===== config.mk =====
export PLATFORM = sky130hd
export DESIGN_NAME = url_percent_decoder
export DESIGN_NICKNAME = d
export VERILOG_FILES = /design/src/hdl/upd_pkg.sv /design/src/hdl/url_percent_decoder.sv /design/src/hdl/upd_front.sv /design/src/hdl/upd_queue.sv /design/src/hdl/upd_back.sv
export SDC_FILE = /design/constraint.sdc
export NUM_CORES = 1
export LEC_CHECK = 0
export ABC_AREA = 1
export BUFFER_PORTS_ARGS = -buffer_cell sky130_fd_sc_hd__buf_2
export CORE_ASPECT_RATIO = 1.1
export CORE_UTILIZATION = 65
export DETAILED_ROUTE_END_ITERATION = 12
export GPL_TIMING_DRIVEN = 0
export PLACE_DENSITY = 0.84
export SLEW_MARGIN = 15
export SYNTH_ARGS = -nofsm -noshare
export SYNTH_HDL_FRONTEND = slang
export SYNTH_SLANG_ARGS = --single-unit

===== constraint.sdc =====
create_clock -name clk -period 9.7 [get_ports clk]
set_input_delay 1.94 -clock clk [delete_from_list [all_inputs] [get_ports clk]]
set_output_delay 1.94 -clock clk [all_outputs]
set_load 0.02 [all_outputs]

===== src/hdl/upd_pkg.sv =====
// package for the url percent decoder: transaction types, escape phase,
// constants and hex helpers; no dependencies
package upd_pkg;

  localparam logic [7:0]  PCT_CHAR        = 8'h25;
  localparam logic [15:0] OUT_LIMIT_RESET = 16'hffff;
  localparam int          QUEUE_DEPTH_DEF = 4;
  localparam int          MAX_RESULTS     = 3;

  typedef struct packed {
    logic [7:0] in_char;
    logic       in_last;
  } upd_in_t;

  typedef struct packed {
    logic [7:0]  out_char;
    logic        out_valid;
    logic        run_last;
    logic        string_done;
    logic [15:0] out_count;
  } upd_out_t;

  // one input byte worth of results, handed from front to back
  typedef struct packed {
    logic [MAX_RESULTS-1:0][7:0] bytes;
    logic [1:0]                  num;
    logic                        has_data;
    logic                        str_end;
    logic [15:0]                 base_count;
  } upd_group_t;

  typedef enum logic [1:0] {
    PH_IDLE  = 2'd0,
    PH_PCT   = 2'd1,
    PH_DIGIT = 2'd2
  } upd_phase_t;

  function automatic logic is_hex(input logic [7:0] c);
    is_hex = (c >= 8'h30 && c <= 8'h39) || (c >= 8'h41 && c <= 8'h46) ||
             (c >= 8'h61 && c <= 8'h66);
  endfunction

  function automatic logic [3:0] hex_val(input logic [7:0] c);
    if (c <= 8'h39) begin
      hex_val = c[3:0];
    end else begin
      hex_val = c[3:0] + 4'd9;
    end
  endfunction

endpackage


===== src/hdl/url_percent_decoder.sv =====
// top level of the url percent decoder
// depends on upd_pkg, upd_front, upd_queue, upd_back
//
// Decodes a percent-encoded string arriving one byte per push transaction,
// with in_last on the final byte. "%hh" (hex, either case) becomes one byte;
// a broken or truncated escape passes through literally. Each input byte
// gives zero to three results on the output queue; a final byte always gives
// at least one (an end marker with out_valid low if nothing else). At most
// out_limit bytes are produced per string; the limit register is written
// through cfg_we/cfg_wdata and resets to 65535. Input bytes are taken one
// per cycle as long as the internal group queue has room (QUEUE_DEPTH
// entries); the output side drains one result per cycle while pop is
// asserted and the queue is not empty, and the sustained rate is set by
// the number of results per byte at the back end.
module url_percent_decoder import upd_pkg::*; #(
  parameter int QUEUE_DEPTH = QUEUE_DEPTH_DEF
) (
  input  logic        clk,
  input  logic        rst,
  // input side
  input  upd_in_t     in_item,
  input  logic        push,
  output logic        full,
  // result side
  output upd_out_t    out_item,
  output logic        empty,
  input  logic        pop,
  // limit register
  input  logic        cfg_we,
  input  logic [15:0] cfg_wdata
);

  logic [15:0] out_limit;
  logic        accept;
  upd_group_t  front_group, head_group;
  logic        front_push;
  logic        head_done;

  // input transaction taken whenever the queue has room
  assign accept = push && !full;

  always_ff @(posedge clk) begin
    if (rst) begin
      out_limit <= OUT_LIMIT_RESET;
    end else if (cfg_we) begin
      out_limit <= cfg_wdata;
    end
  end

  // escape tracking and limit, one byte per cycle while the queue has room
  upd_front u_front (
    .clk        (clk),
    .rst        (rst),
    .item       (in_item),
    .accept     (accept),
    .out_limit  (out_limit),
    .group      (front_group),
    .group_push (front_push)
  );

  // decouples the byte stream from the result stream
  upd_queue #(
    .DEPTH (QUEUE_DEPTH)
  ) u_queue (
    .clk      (clk),
    .rst      (rst),
    .wr_group (front_group),
    .wr_en    (front_push),
    .rd_en    (head_done),
    .rd_group (head_group),
    .full     (full),
    .empty    (empty)
  );

  // one result per pop transaction, group retired on its last result
  upd_back u_back (
    .clk         (clk),
    .rst         (rst),
    .group       (head_group),
    .group_avail (!empty),
    .pop         (pop),
    .result      (out_item),
    .group_done  (head_done)
  );

endmodule


===== src/hdl/upd_front.sv =====
// front end: escape tracking, candidate bytes and output limit per input byte
// depends on upd_pkg
module upd_front import upd_pkg::*; (
  input  logic       clk,
  input  logic       rst,
  input  upd_in_t    item,
  input  logic       accept,
  input  logic [15:0] out_limit,
  output upd_group_t group,
  output logic       group_push
);

  upd_phase_t  phase, phase_next;
  logic [7:0]  held, held_next;
  logic [15:0] count, count_next;

  logic [3:0][7:0] cand;
  logic [1:0]      ncand;
  logic [15:0]     avail;
  logic [1:0]      k;
  logic [7:0]      c;
  logic            pct;

  always_comb begin
    c          = item.in_char;
    pct        = (c == PCT_CHAR);
    cand       = '0;
    ncand      = 2'd0;
    phase_next = PH_IDLE;
    held_next  = held;
    case (phase)
      PH_PCT: begin
        if (is_hex(c)) begin
          held_next  = c;
          phase_next = PH_DIGIT;
        end else begin
          cand[ncand] = PCT_CHAR;
          ncand = ncand + 2'd1;
          if (pct) begin
            phase_next = PH_PCT;
          end else begin
            cand[ncand] = c;
            ncand = ncand + 2'd1;
          end
        end
      end
      PH_DIGIT: begin
        if (is_hex(c)) begin
          cand[ncand] = {hex_val(held), hex_val(c)};
          ncand = ncand + 2'd1;
        end else begin
          cand[ncand] = PCT_CHAR;
          ncand = ncand + 2'd1;
          cand[ncand] = held;
          ncand = ncand + 2'd1;
          if (pct) begin
            phase_next = PH_PCT;
          end else begin
            cand[ncand] = c;
            ncand = ncand + 2'd1;
          end
        end
      end
      default: begin
        if (pct) begin
          phase_next = PH_PCT;
        end else begin
          cand[ncand] = c;
          ncand = ncand + 2'd1;
        end
      end
    endcase
    // flush a pending escape at end of string
    if (item.in_last) begin
      if (phase_next == PH_PCT) begin
        cand[ncand] = PCT_CHAR;
        ncand = ncand + 2'd1;
      end else if (phase_next == PH_DIGIT) begin
        cand[ncand] = PCT_CHAR;
        ncand = ncand + 2'd1;
        cand[ncand] = held_next;
        ncand = ncand + 2'd1;
      end
      phase_next = PH_IDLE;
      held_next  = 8'h00;
    end

    avail = (out_limit > count) ? (out_limit - count) : 16'd0;
    k     = (avail > {14'd0, ncand}) ? ncand : avail[1:0];

    count_next = item.in_last ? 16'd0 : (count + {14'd0, k});

    group.bytes      = cand[MAX_RESULTS-1:0];
    group.base_count = count;
    group.str_end    = item.in_last;
    group.has_data   = (k != 2'd0);
    group.num        = (k != 2'd0) ? k : 2'd1;
    group_push       = accept && ((k != 2'd0) || item.in_last);
  end

  always_ff @(posedge clk) begin
    if (rst) begin
      phase <= PH_IDLE;
      held  <= 8'h00;
      count <= 16'd0;
    end else if (accept) begin
      phase <= phase_next;
      held  <= held_next;
      count <= count_next;
    end
  end

endmodule


===== src/hdl/upd_queue.sv =====
// short register queue of result groups between front and back
// depends on upd_pkg
module upd_queue import upd_pkg::*; #(
  parameter int DEPTH = QUEUE_DEPTH_DEF
) (
  input  logic       clk,
  input  logic       rst,
  input  upd_group_t wr_group,
  input  logic       wr_en,
  input  logic       rd_en,
  output upd_group_t rd_group,
  output logic       full,
  output logic       empty
);

  localparam int PW = (DEPTH > 1) ? $clog2(DEPTH) : 1;
  localparam int CW = $clog2(DEPTH + 1);

  upd_group_t       store [DEPTH];
  logic [PW-1:0]    wr_ptr, rd_ptr;
  logic [CW-1:0]    fill;
  logic             do_wr, do_rd;

  assign full     = (fill == CW'(DEPTH));
  assign empty    = (fill == '0);
  assign do_wr    = wr_en && !full;
  assign do_rd    = rd_en && !empty;
  assign rd_group = store[rd_ptr];

  always_ff @(posedge clk) begin
    if (do_wr) begin
      store[wr_ptr] <= wr_group;
    end
  end

  always_ff @(posedge clk) begin
    if (rst) begin
      wr_ptr <= '0;
      rd_ptr <= '0;
      fill   <= '0;
    end else begin
      if (do_wr) begin
        wr_ptr <= (wr_ptr == PW'(DEPTH - 1)) ? '0 : wr_ptr + PW'(1);
      end
      if (do_rd) begin
        rd_ptr <= (rd_ptr == PW'(DEPTH - 1)) ? '0 : rd_ptr + PW'(1);
      end
      if (do_wr && !do_rd) begin
        fill <= fill + CW'(1);
      end else if (do_rd && !do_wr) begin
        fill <= fill - CW'(1);
      end
    end
  end

endmodule


===== src/hdl/upd_back.sv =====
// back end: walks the head group one result per transaction
// depends on upd_pkg
module upd_back import upd_pkg::*; (
  input  logic       clk,
  input  logic       rst,
  input  upd_group_t group,
  input  logic       group_avail,
  input  logic       pop,
  output upd_out_t   result,
  output logic       group_done
);

  logic [1:0] idx;
  logic       at_end;
  logic [7:0] sel_byte;

  assign at_end = (idx == group.num - 2'd1);

  always_comb begin
    case (idx)
      2'd0:    sel_byte = group.bytes[0];
      2'd1:    sel_byte = group.bytes[1];
      2'd2:    sel_byte = group.bytes[2];
      default: sel_byte = 8'h00;
    endcase
    result.out_char    = group.has_data ? sel_byte : 8'h00;
    result.out_valid   = group.has_data;
    result.run_last    = at_end;
    result.string_done = at_end && group.str_end;
    result.out_count   = group.has_data ?
                         (group.base_count + {14'd0, idx} + 16'd1) : group.base_count;
    group_done         = pop && group_avail && at_end;
  end

  always_ff @(posedge clk) begin
    if (rst) begin
      idx <= 2'd0;
    end else if (pop && group_avail) begin
      idx <= at_end ? 2'd0 : idx + 2'd1;
    end
  end

endmodule

Yosys cells after proc, flatten, opt, wreduce, memory -nomap -nowiden:

Memory sizes are Yosys's and may differ from the RTL's. A register that Yosys moved wholly into a read port is not among the register bits.
Index checks and enable logic that the tools add are counted.

* divide/modulo/power cells: 0
* equal/unequal tests: 11
* shift-type cells: 0
* bitwise gates (word level): 3
* reductions and logical operators: 25
* add/sub/neg operators: 14
* order comparisons: 13
* $mul: 0
* muxes and demuxes: 50

Operator list (count)
* 2-to-1 mux 16 bit: 5
* 2-to-1 mux 24 bit: 3
* 2-to-1 mux 8 bit: 9
* adder 16 x 2 -> 16 bit: 2
* bitwise mux 32 bit: 1
* demux 8 bit (select 2 bit): 2
* 2-to-1 mux 2 bit: 16
* case mux 8 bit (2 select lines): 2
* case mux 8 bit (3 select lines): 1
* bitwise AND 15 x 20 -> 20 bit: 1
* NOT 20 bit: 1
* adder 16 x 1 -> 16 bit (second input constant): 1
* greater-or-equal comparator 8 x 7 -> 1 bit (second input constant): 2
* > comparator 16 bit: 1
* > comparator 16 x 2 -> 1 bit: 1
* <= comparator 8 x 6 -> 1 bit (second input constant): 2
* <= comparator 8 x 7 -> 1 bit (second input constant): 2
* subtractor 16 bit: 1
* logical AND 1 bit: 14
* bitwise OR 9 x 12 -> 12 bit: 1
* adder 2 x 1 -> 2 bit (second input constant): 5
* == test 2 bit (second input constant): 5
* adder 4 bit (second input constant): 2
* == test 8 x 6 -> 1 bit (second input constant): 1
* 18 further kinds: 35

* memories kept: 1
* bits in writable memories: 176
* flip-flop bits (word level): 51
* bits of input ports: 30
* latch bits: 0
* logic and storage cells: 125
* bits in read-only memories: 0
* output and inout port bits: 29

Memory list
* u_queue.store: words 4, bits a word 44, read ports 1, clocked after Yosys merged registers in 1, wr ports 1, RTL line upd_queue.sv:19 `upd_group_t store [DEPTH];`

Longest topological paths before layout:

Gate-level depths: netlist of the first run.

* depth after elaboration: 21
* depth in mapped cells: 37
* gate-level depth less buffers: 37

Cells and area by module:

Synthesis of the first run repeated with hierarchy kept, for this count alone.

* cells, all modules: 1381
* area total of the unflattened synthesis: 12360.6 µm²

By module, submodules not included
* upd_queue: seq. area each 5465.2 µm², area an instance 7109.3 µm², cells an instance 496, times used 1
* upd_front: seq. area each 520.5 µm², area an instance 3673.5 µm², cells an instance 637, times used 1
* upd_back: seq. area each 40.0 µm², area an instance 903.4 µm², cells an instance 175, times used 1
* url_percent_decoder: seq. area each 320.3 µm², area an instance 674.4 µm², cells an instance 73, times used 1

Least setup slack after synthesis of the first run:

No wires, ideal clock.

* path kind: input port to flip-flop
* from: in in_item[2] (netlist name)
* to: mem u_queue.store[3][0] (netlist name) (enable)
* data arrival time: 5.840 ns
* library setup time: 0.410 ns
* stages: 26
* buffers on the path: 0
* path slack: 3.450 ns
* cells stage by stage: inv_1 ha_1 inv_1 o211ai_2 nand2_1 nand2_2 nand3_4 nand2_1 nand2_1 nand2_1 ha_1 nor2_1 o21ai_2 nor2_4 ha_1 a21oi_1 nand2_1 nor2_1 nand3_2 nand3_1 nand2_2 nand2_4 nand2_4 nand2_4 inv_4 nor2_2

RTL lines
* start: declaration: RTL line url_percent_decoder.sv:21 `input upd_in_t in_item,`
* end: declaration: RTL line upd_queue.sv:19

Final worst setup path of the first run:

* from: in in_item[2] (netlist name)
* to: reg u_front.count[12]

* word-level cells in the longest chain between the ends: 15
* elaborated cells on any way between the ends: 33
* classes of those cells: add/sub (3); order compare (7); eq/ne (3); mux (15); reduce/logical (5)

Ends and longest elaborated chain
* greater-or-equal comparator 8 x 6 -> 1 bit, or another cell as far along: RTL line upd_pkg.sv:39 `is_hex = (c >= 8'h30 && c <= 8'h39) || (c >= 8'h41 && c <= 8'h46) ||`
* logical AND 1 bit: RTL line upd_pkg.sv:39
* logical OR 1 bit (2 in a row): RTL line upd_pkg.sv:39
* 2-to-1 mux 2 bit (on tied branches): RTL line upd_front.sv:48, upd_front.sv:33
* case mux 2 bit (2 select lines): RTL line upd_front.sv:31 `case (phase)`
* adder 2 x 1 -> 2 bit: RTL line upd_front.sv:77, upd_front.sv:80
* adder 2 x 1 -> 2 bit: RTL line upd_front.sv:82 `ncand = ncand + 2'd1;`
* 2-to-1 mux 2 bit: RTL line upd_front.sv:78 `end else if (phase_next == PH_DIGIT) begin`
* 2-to-1 mux 2 bit: RTL line upd_front.sv:75 `if (phase_next == PH_PCT) begin`
* 2-to-1 mux 2 bit (*): RTL line upd_front.sv:74 `if (item.in_last) begin`
* > comparator 16 x 2 -> 1 bit: RTL line upd_front.sv:89 `k = (avail > {14'd0, ncand}) ? ncand : avail[1:0];`
* 2-to-1 mux 2 bit (*): RTL line upd_front.sv:89
* adder 16 x 2 -> 16 bit (*): RTL line upd_front.sv:91 `count_next = item.in_last ? 16'd0 : (count + {14'd0, k});`
* 2-to-1 mux 16 bit (*): RTL line upd_front.sv:91
* end signal: assignment: RTL line upd_front.sv:109 `count <= count_next;`
* end: declaration: RTL line upd_front.sv:15 `logic [15:0] count, count_next;`

Mark *: on every way between the ends. The rest lies on a longest branch, timed or not.
A chain may end at the register's enable or synchronous reset.

==> metrics.txt, run 1 <==
run status=completed; worst-case reg-to-reg path depth=31; met2 capacity usage during global routing=0.5108; clock network power share=0.267; footprint of the multi-input gates=between 0.004 and 0.005 sq mm; type of the worst setup path=primary input to flip-flop; hold violation total from the final report=0; Slowest-stage cell, CP=fa_1; Post-synth ARST share=0; Setup Skew=~9.4 ps; total of fill cells in the finished design=about 1300; vias in the first global route=9419; class of the tightest hold or removal check=flip-flop to flip-flop; core area=~0.018 sq mm; Cell Rows=51; number of diodes added for antenna fixing=0; VDD IR max=0.0001979 V; Hold Crit Start=out_limit[2]; vias per cell=5.910; internal power contribution=roughly 2000 uW; total of max-cap violations=0; clock sinks=between 200 and 250; Final Routed Wirelength=just under 30 mm; smallest hold slack=~470 ps; number of nets with antenna violations after detailed routing=0; Clock Root Buffer=clkbuf_16; minimum clock period=just under 7000 ps; arrival time of data at the critical path endpoint=slightly above 7000 ps; post_cts resized=0; number of H-tree levels=1; CP peak stage delay=390 ps; worst-case hold path end point=out_limit[2]; Static Leak=0.005592 uW; combinational share of power=0.357; Clock Pin Slew Worst Setup and Hold Paths=approximately 60 ps; Die Width=between 100 and 150 um; 1st-iter DRT viols=approximately 1200; count of distinct cell types in the synthesized netlist=57; r2r endpoint=u_front.count[12]; post-route clock period utilization=0.6992; total buffers and inverters traversed by the critical path=6; endpoint class of the critical path=flip-flop; number of synthesized flops with an enable pin=approximately 180; nets@finish=1508; gate count of the mapped netlist=1342; combined area of all synthesized cells=roughly 0.012 sq mm; vertical die dimension=approximately 140 um; most area-hungry cell type in the Yosys netlist=edfxtp_1; I/O pins=59; cell type group with the largest total delay on the critical path=simple AND/OR/NAND/NOR gates; data required time of the critical path=roughly 10000 ps; Port Buffers=56; Storage cell area=0.006346 sq mm; switching component of the power=between 1000 and 1500 uW; overall via count from detail_route=between 9000 and 10000; commonest cells after routing, fill and taps aside=nand2_1, edfxtp_1, inv_1; pin count of the biggest net entering global routing=26; post-synthesis average cell area=approximately 9 sq um; power density over the cells=~240 mW/mm^2; part of the Yosys area used for sequential elements=0.5259; half-perimeter wire length after placement=21.09 mm; initial core utilization=0.6729; number of clock buffers inserted by TritonCTS=23; Reg2Reg Setup Slack=around 4200 ps; Die Area=0.01911 sq mm; share of the synthesized area in the top cell type=0.4380; accumulated negative setup slack=0 ps; R2R Path Start=u_front.phase[0]; worst skew pair latency=around 500 ps; number of warnings issued by yosys=0; unrepaired setup endpoints after global routing=false; transition time at the pin with the least slew margin=777.1 ps; routability congestion estimate=0.9789; number of synthesized register bits=229; leading cell type in the layout, fill and taps excluded=nand2_1; GRT overflow=0; kind of launch point of the worst setup path=primary input; number of antenna violations at the first check in global routing=0; CTS tree=yes; synth-to-layout area growth=12.06%; syn nets=approximately 1400; mean routed wirelength per cell=17.51 um; switch share=0.3658; most frequently used flop master after synthesis=edfxtp_1; all-layer global routing usage=0.3099; Pins Over Slew Limit=0; Cells on Worst Hold Path=2; met1 Usage GRT=0.4248; met3 layer usage reported by global route=0.04228; Max-Slew Margin vs Limit=0.4807; share of final-layout standard cells stronger than drive strength 1=0.1303; 1st-pass router iterations=5; number of setup violations in the final report=0; part of the power in registers=0.376; cell seen most often among critical-path stages=nand2_1; leading cell types by total area after synthesis=edfxtp_1, nand2_1, dfxtp_1; Hold Buf Count CTS=0; first-pass GRT wire length=~47 mm; DRC errors left=0; Fmax achieved=about 0.15 GHz; GRT Max-Usage Layer=met2; highest net fanout along the worst path=6; maximum count of clock buffers along a single path=3; number of setup buffers added after CTS=0
[area by class of cell]
class | instances | area share
Tap cell | 238 | 0.02202
Timing Repair Buffer | 61 | 0.02924
Buffer | 45 | 0.01638
Clock inverter | 10 | 0.008143
Inverter | 176 | 0.04913
Sequential cell | 229 | 0.4693
Multi-Input combinational cell | 892 | 0.3590
Clock buffer | 30 | 0.04673
[state kept, by name, summed over array words and instances, names as in the netlist, named ones only]
name / count
u_queue.rd_ptr: 2
u_back.idx: 2
u_front.count: 16
u_queue.store: 176
u_front.held: 8
u_queue.wr_ptr: 2
u_queue.fill: 3
u_front.phase: 2
out_limit: 16
[metal layers]
| metal | wire length [um] | vias up | part of all wire |
|---|---|---|---|
| li1 | - | 4709 | - |
| met1 | 11940 | 4645 | 0.41 |
| met2 | 13980 | 514 | 0.47 |
| met3 | 2764 | 67 | 0.094 |
| met4 | 747 | 0 | 0.025 |
| met5 | 0 | - | 0 |
[worst reg2reg max path, delay by kind of cell (launching register included)]
kind	cells	cell delay, ps
compound gates	5	690
fa+ha+maj	5	1340
buf+inv	7	910
flops	1	350
simple gates	14	2030
[synth_stat cells (4+ instances only)]
cell and n:
nand2_1 319, edfxtp_1 176, inv_1 155, nor2_1 117, o21ai_0 96, nand3_1 65
a21oi_1 58, dfxtp_1 53, ha_1 46, o22ai_1 45, clkbuf_1 23, xor2_1 16
inv_2 15, buf_2 12, nand2_2 11, nor2_2 11, a32oi_1 10, nand3_2 8
nor3_1 8, a31oi_1 7, nand4_1 7, buf_4 6, nor3b_1 5, o21ai_1 5
a22oi_1 4, clkinv_1 4, fa_1 4, nand2_4 4, nor3_2 4
[power groups by stage]
| stage | registers, uW | clock network, uW | logic [uW] |
|---|---|---|---|
| after CTS | 1210 | 867 | 1150 |
| after floorplan | 1220 | 0 | 776 |
| final | 1210 | 862 | 1150 |
| after detailed placement | 1230 | 0 | 1140 |
| after global placement | 1230 | 0 | 1080 |
| after global routing | 1220 | 910 | 1270 |
[stage by stage]
stage / instance area, sq um / power [uW] / util / worst slack (ps) / cells
4_1_cts: 13520 / 3228 / 0.7541 / 3043 / 1681
3_5_place_dp: 12780 / 2369 / 0.7127 / 2555 / 1641
5_1_grt: 13520 / 3400 / 0.7541 / 2620 / 1681
2_1_floorplan: 12070 / 2000 / - / 3450 / 1342
6_report: 13520 / 3228 / 0.7541 / 2917 / 1681
3_3_place_gp: 12640 / 2314 / 0.7052 / 2092 / 1636
[cells by family (layout without fill, tap and decap cells)]
kind of cell | after synthesis | in the layout | synth area share
AND/OR/NAND/NOR | 577 | 577 | 0.2122
AO/OA/AOI/OAI | 245 | 245 | 0.1196
flip-flops | 229 | 229 | 0.5259
buffers and inverters | 221 | 322 | 0.07341
adder cells (fa/ha/maj) | 50 | 50 | 0.05433
XOR/XNOR | 19 | 19 | 0.01379
multiplexers | 1 | 1 | 0.0008296
[worst max-delay path by stage]
stage,from,to,slack (ps),cells past startpoint
floorplan,in_item[2],u_queue.store[3][0],3450,26
global placement,in_item[2],u_queue.store[0][11],2090,27
detailed placement,in_item[2],u_front.count[12],2550,35
CTS,in_item[2],u_front.count[12],3040,35
global route,in_item[2],u_front.count[14],2620,34
finish,in_item[2],u_front.count[12],2920,35
Power figures use the tool's default switching activity.
==> run 2: changes to the inputs <==
--- a/config.mk
+++ b/config.mk
@@ -5,13 +5,13 @@
 export SDC_FILE = /design/constraint.sdc
 export NUM_CORES = 1
 export LEC_CHECK = 0
-export ABC_AREA = 1
+export ABC_AREA = 0
 export BUFFER_PORTS_ARGS = -buffer_cell sky130_fd_sc_hd__buf_2
 export CORE_ASPECT_RATIO = 1.1
-export CORE_UTILIZATION = 65
+export CORE_UTILIZATION = 56
 export DETAILED_ROUTE_END_ITERATION = 12
 export GPL_TIMING_DRIVEN = 0
-export PLACE_DENSITY = 0.84
+export PLACE_DENSITY = 0.77
 export SLEW_MARGIN = 15
 export SYNTH_ARGS = -nofsm -noshare
 export SYNTH_HDL_FRONTEND = slang
==> constraint.sdc (replaced) <==
create_clock -name clk -period 5.8 [get_ports clk]
set_input_delay 1.16 -clock clk [delete_from_list [all_inputs] [get_ports clk]]
set_output_delay 1.16 -clock clk [all_outputs]
set_load 0.02 [all_outputs]
==> metrics.txt, run 2 <==
Static Leak=between 0.004 and 0.005 uW; leading cell types by total area after synthesis=edfxtp_1, dfxtp_1, mux4_2; most area-hungry cell type in the Yosys netlist=edfxtp_1; Clock Pin Slew Worst Setup and Hold Paths=60 ps; overall via count from detail_route=a little over 8000; syn nets=between 900 and 1000; cell seen most often among critical-path stages=nor2_1; max reg flops=about 180; most common cell in the netlist=edfxtp_1; core area=just under 0.02 sq mm; I/O pins=59; total of fill cells in the finished design=~1400; CP peak stage delay=410 ps; share of final-layout standard cells stronger than drive strength 1=0.2714; vertical die dimension=151.1 um; kind of launch point of the worst setup path=primary input; Setup Skew=19.26 ps; Cell Rows=54; Synth top cells by count=edfxtp_1, nand2_1, nor2_1; VDD IR max=around 0.0003 V; switching component of the power=1398 uW; unrepaired setup endpoints after global routing=true; first-pass GRT wire length=about 40 mm; leading cell type in the layout, fill and taps excluded=edfxtp_1; maximum count of clock buffers along a single path=3; clock sinks=between 200 and 250; vias per cell=between 6 and 7; type of the worst setup path=primary input to flip-flop; 1st-iter DRT viols=880; count of cell instances traversed by the critical path=31; run status=complete, but fails checks; Slowest-stage cell, CP=or3_4; number of H-tree levels=1; register with the most flip-flops=u_queue.store; Post-synth ARST share=0; number of synthesized register bits=229; initial core utilization=0.5721; Cells on Worst Hold Path=2; Fmax achieved=about 0.15 GHz; number of antenna violations at the first check in global routing=0; combinational share of power=0.275; commonest cells after routing, fill and taps aside=edfxtp_1, nand2_1, nor2_1; cell type group with the largest total delay on the critical path=simple AND/OR/NAND/NOR gates; 1st-pass router iterations=5; cell area reported after detailed placement=0.01209 sq mm; Non-Filler Instances=~1300; gate count of the mapped netlist=890; smallest setup slack after layout=-715.4 ps; Die Area=roughly 0.021 sq mm; half-perimeter wire length after placement=around 17 mm; mean routed wirelength per cell=22.27 um; nets@finish=between 1000 and 1500; worst skew pair latency=520 ps; clock network power share=0.298; pin count of the biggest net entering global routing=45; count of distinct cell types in the synthesized netlist=75; biggest registers after layout=u_queue.store: 176 flops, out_limit: 16 flops, u_front.count: 16 flops; class of the tightest hold or removal check=flip-flop to flip-flop; post-route clock period utilization=1.123; transition time at the pin with the least slew margin=1721 ps; post-synthesis average cell area=12.72 sq um; CTS tree=yes; number of diodes added for antenna fixing=0; count of placed standard cells including taps=~1200; minimum clock period=6515 ps; Finished Cell Area=~0.014 sq mm; synth-to-layout area growth=20.73%; total of max-cap violations=1; worst-case reg-to-reg path depth=30; Final Routed Wirelength=slightly below 30 mm; switch share=0.3016; routability congestion estimate=0.9580; DRC errors left=0; Port Buffers=56; endpoint class of the critical path=flip-flop; combined area of all synthesized cells=between 0.01 and 0.015 sq mm; data required time of the critical path=6190 ps; failing checks=max-capacitance violations, max-slew violations, negative setup slack; arrival time of data at the critical path endpoint=roughly 6900 ps; number of setup violations in the final report=approximately 200; part of the Yosys area used for sequential elements=0.5604; part of the power in registers=0.427; Max-Slew Margin vs Limit=-0.1472; vias in the first global route=approximately 7200; share of the synthesized area in the top cell type=0.4667; total buffers and inverters traversed by the critical path=4; number of clock buffers inserted by TritonCTS=23; number of warnings issued by yosys=0; number of nets with antenna violations after detailed routing=0; most frequently used flop master after synthesis=edfxtp_1; power density over the cells=roughly 340 mW/mm^2; highest net fanout along the worst path=9; number of synthesized flops with an enable pin=around 180; all-layer global routing usage=0.2596; internal power contribution=3236 uW; hold violation total from the final report=0; Clock Root Buffer=clkbuf_16; GRT overflow=0; Die Width=137.6 um; Pins Over Slew Limit=35
run 2: changes by cell type after synthesis, sizes merged, moves of 14 or more:
cell    delta
nand3     -62
o21ai     -64
xnor2     +29
nand2b    +14
o22ai     -40
nand2    -263
inv      -124
a21oi     -16
nor2      -64
mux2i     +24
mux4      +43
a22oi     +19
run 2: final timing paths:
path,start,endpoint,slack [ps]
max,in_item[4],u_front.count[13],-720
min,out_limit[4],out_limit[4],480
max reg2reg,u_front.phase[0],u_front.count[13],-340
min reg2reg,out_limit[4],out_limit[4],480
run 2: metrics by stage:
stage	hold slack [ps]	power, uW	util	setup TNS (ps)	setup slack, ps
after floorplan	448.7	2801	-	-100620	-760.6
after global placement	461.1	3096	0.6107	-371880	-1909
after detailed placement	469.3	3128	0.6107	-376870	-1927
after CTS	485.9	4551	0.6621	-84250	-637.1
after global routing	503.6	4814	0.6906	-69370	-811.7
final	483.6	4634	0.6906	-53380	-715.4
run 2: logic make-up after synthesis:
group	count (synthesis)	share of synthesized area
adder cells (fa/ha/maj)	50	0.05789
AO/OA/AOI/OAI	165	0.09889
multiplexers	72	0.1123
XOR/XNOR	37	0.02862
buffers and inverters	88	0.03237
flip-flops	229	0.5604
AND/OR/NAND/NOR	249	0.1096
run 2: timing repair:
item | CTS | global route
hold buffers | 0 | 0
setup endpoints to repair | 209 | 209
gates cloned | 5 | 19
pin swaps | 23 | 16
buffers inserted | 22 | 31
resized for setup | 25 | 41
run 2: power groups by stage:
stage | combinational (uW) | sequential (uW) | clock [uW]
2_1_floorplan | 813 | 1990 | 0
3_3_place_gp | 1100 | 2000 | 0
3_5_place_dp | 1120 | 2010 | 0
4_1_cts | 1180 | 1980 | 1400
5_1_grt | 1370 | 1990 | 1460
6_report | 1270 | 1980 | 1380
run 2: layout make-up:
class	count	area, sq um	area share
Clock inverter	9	55.05	0.004027
Inverter	48	190.2	0.01391
Timing Repair Buffer	105	775.7	0.05674
Sequential cell	229	6346	0.4642
Clock buffer	33	653.1	0.04777
Buffer	40	221.5	0.01620
Multi-Input combinational cell	597	5115	0.3741
Tap cell	252	315.3	0.02306
run 2: worst reg2reg max path, delay by kind of cell (launching register included):
family	cells	cell delay (ps)
adders and majority gates	4	1040
and+or+nand+nor	11	1610
buffers and inverters	5	1320
AOI/OAI and AO/OA	8	1340
muxes	1	120
xor gates and xnor gates	1	240
DFF	1	350
run 2: metal layers:
layer | GRT usage | part of all wire | up-vias
met1 | 0.3762 | 0.42 | 4025
met5 | 0 | 0 | -
met3 | 0.02878 | 0.076 | 50
met2 | 0.4186 | 0.49 | 433
met4 | 0.06484 | 0.019 | 0
li1 | - | - | 3693
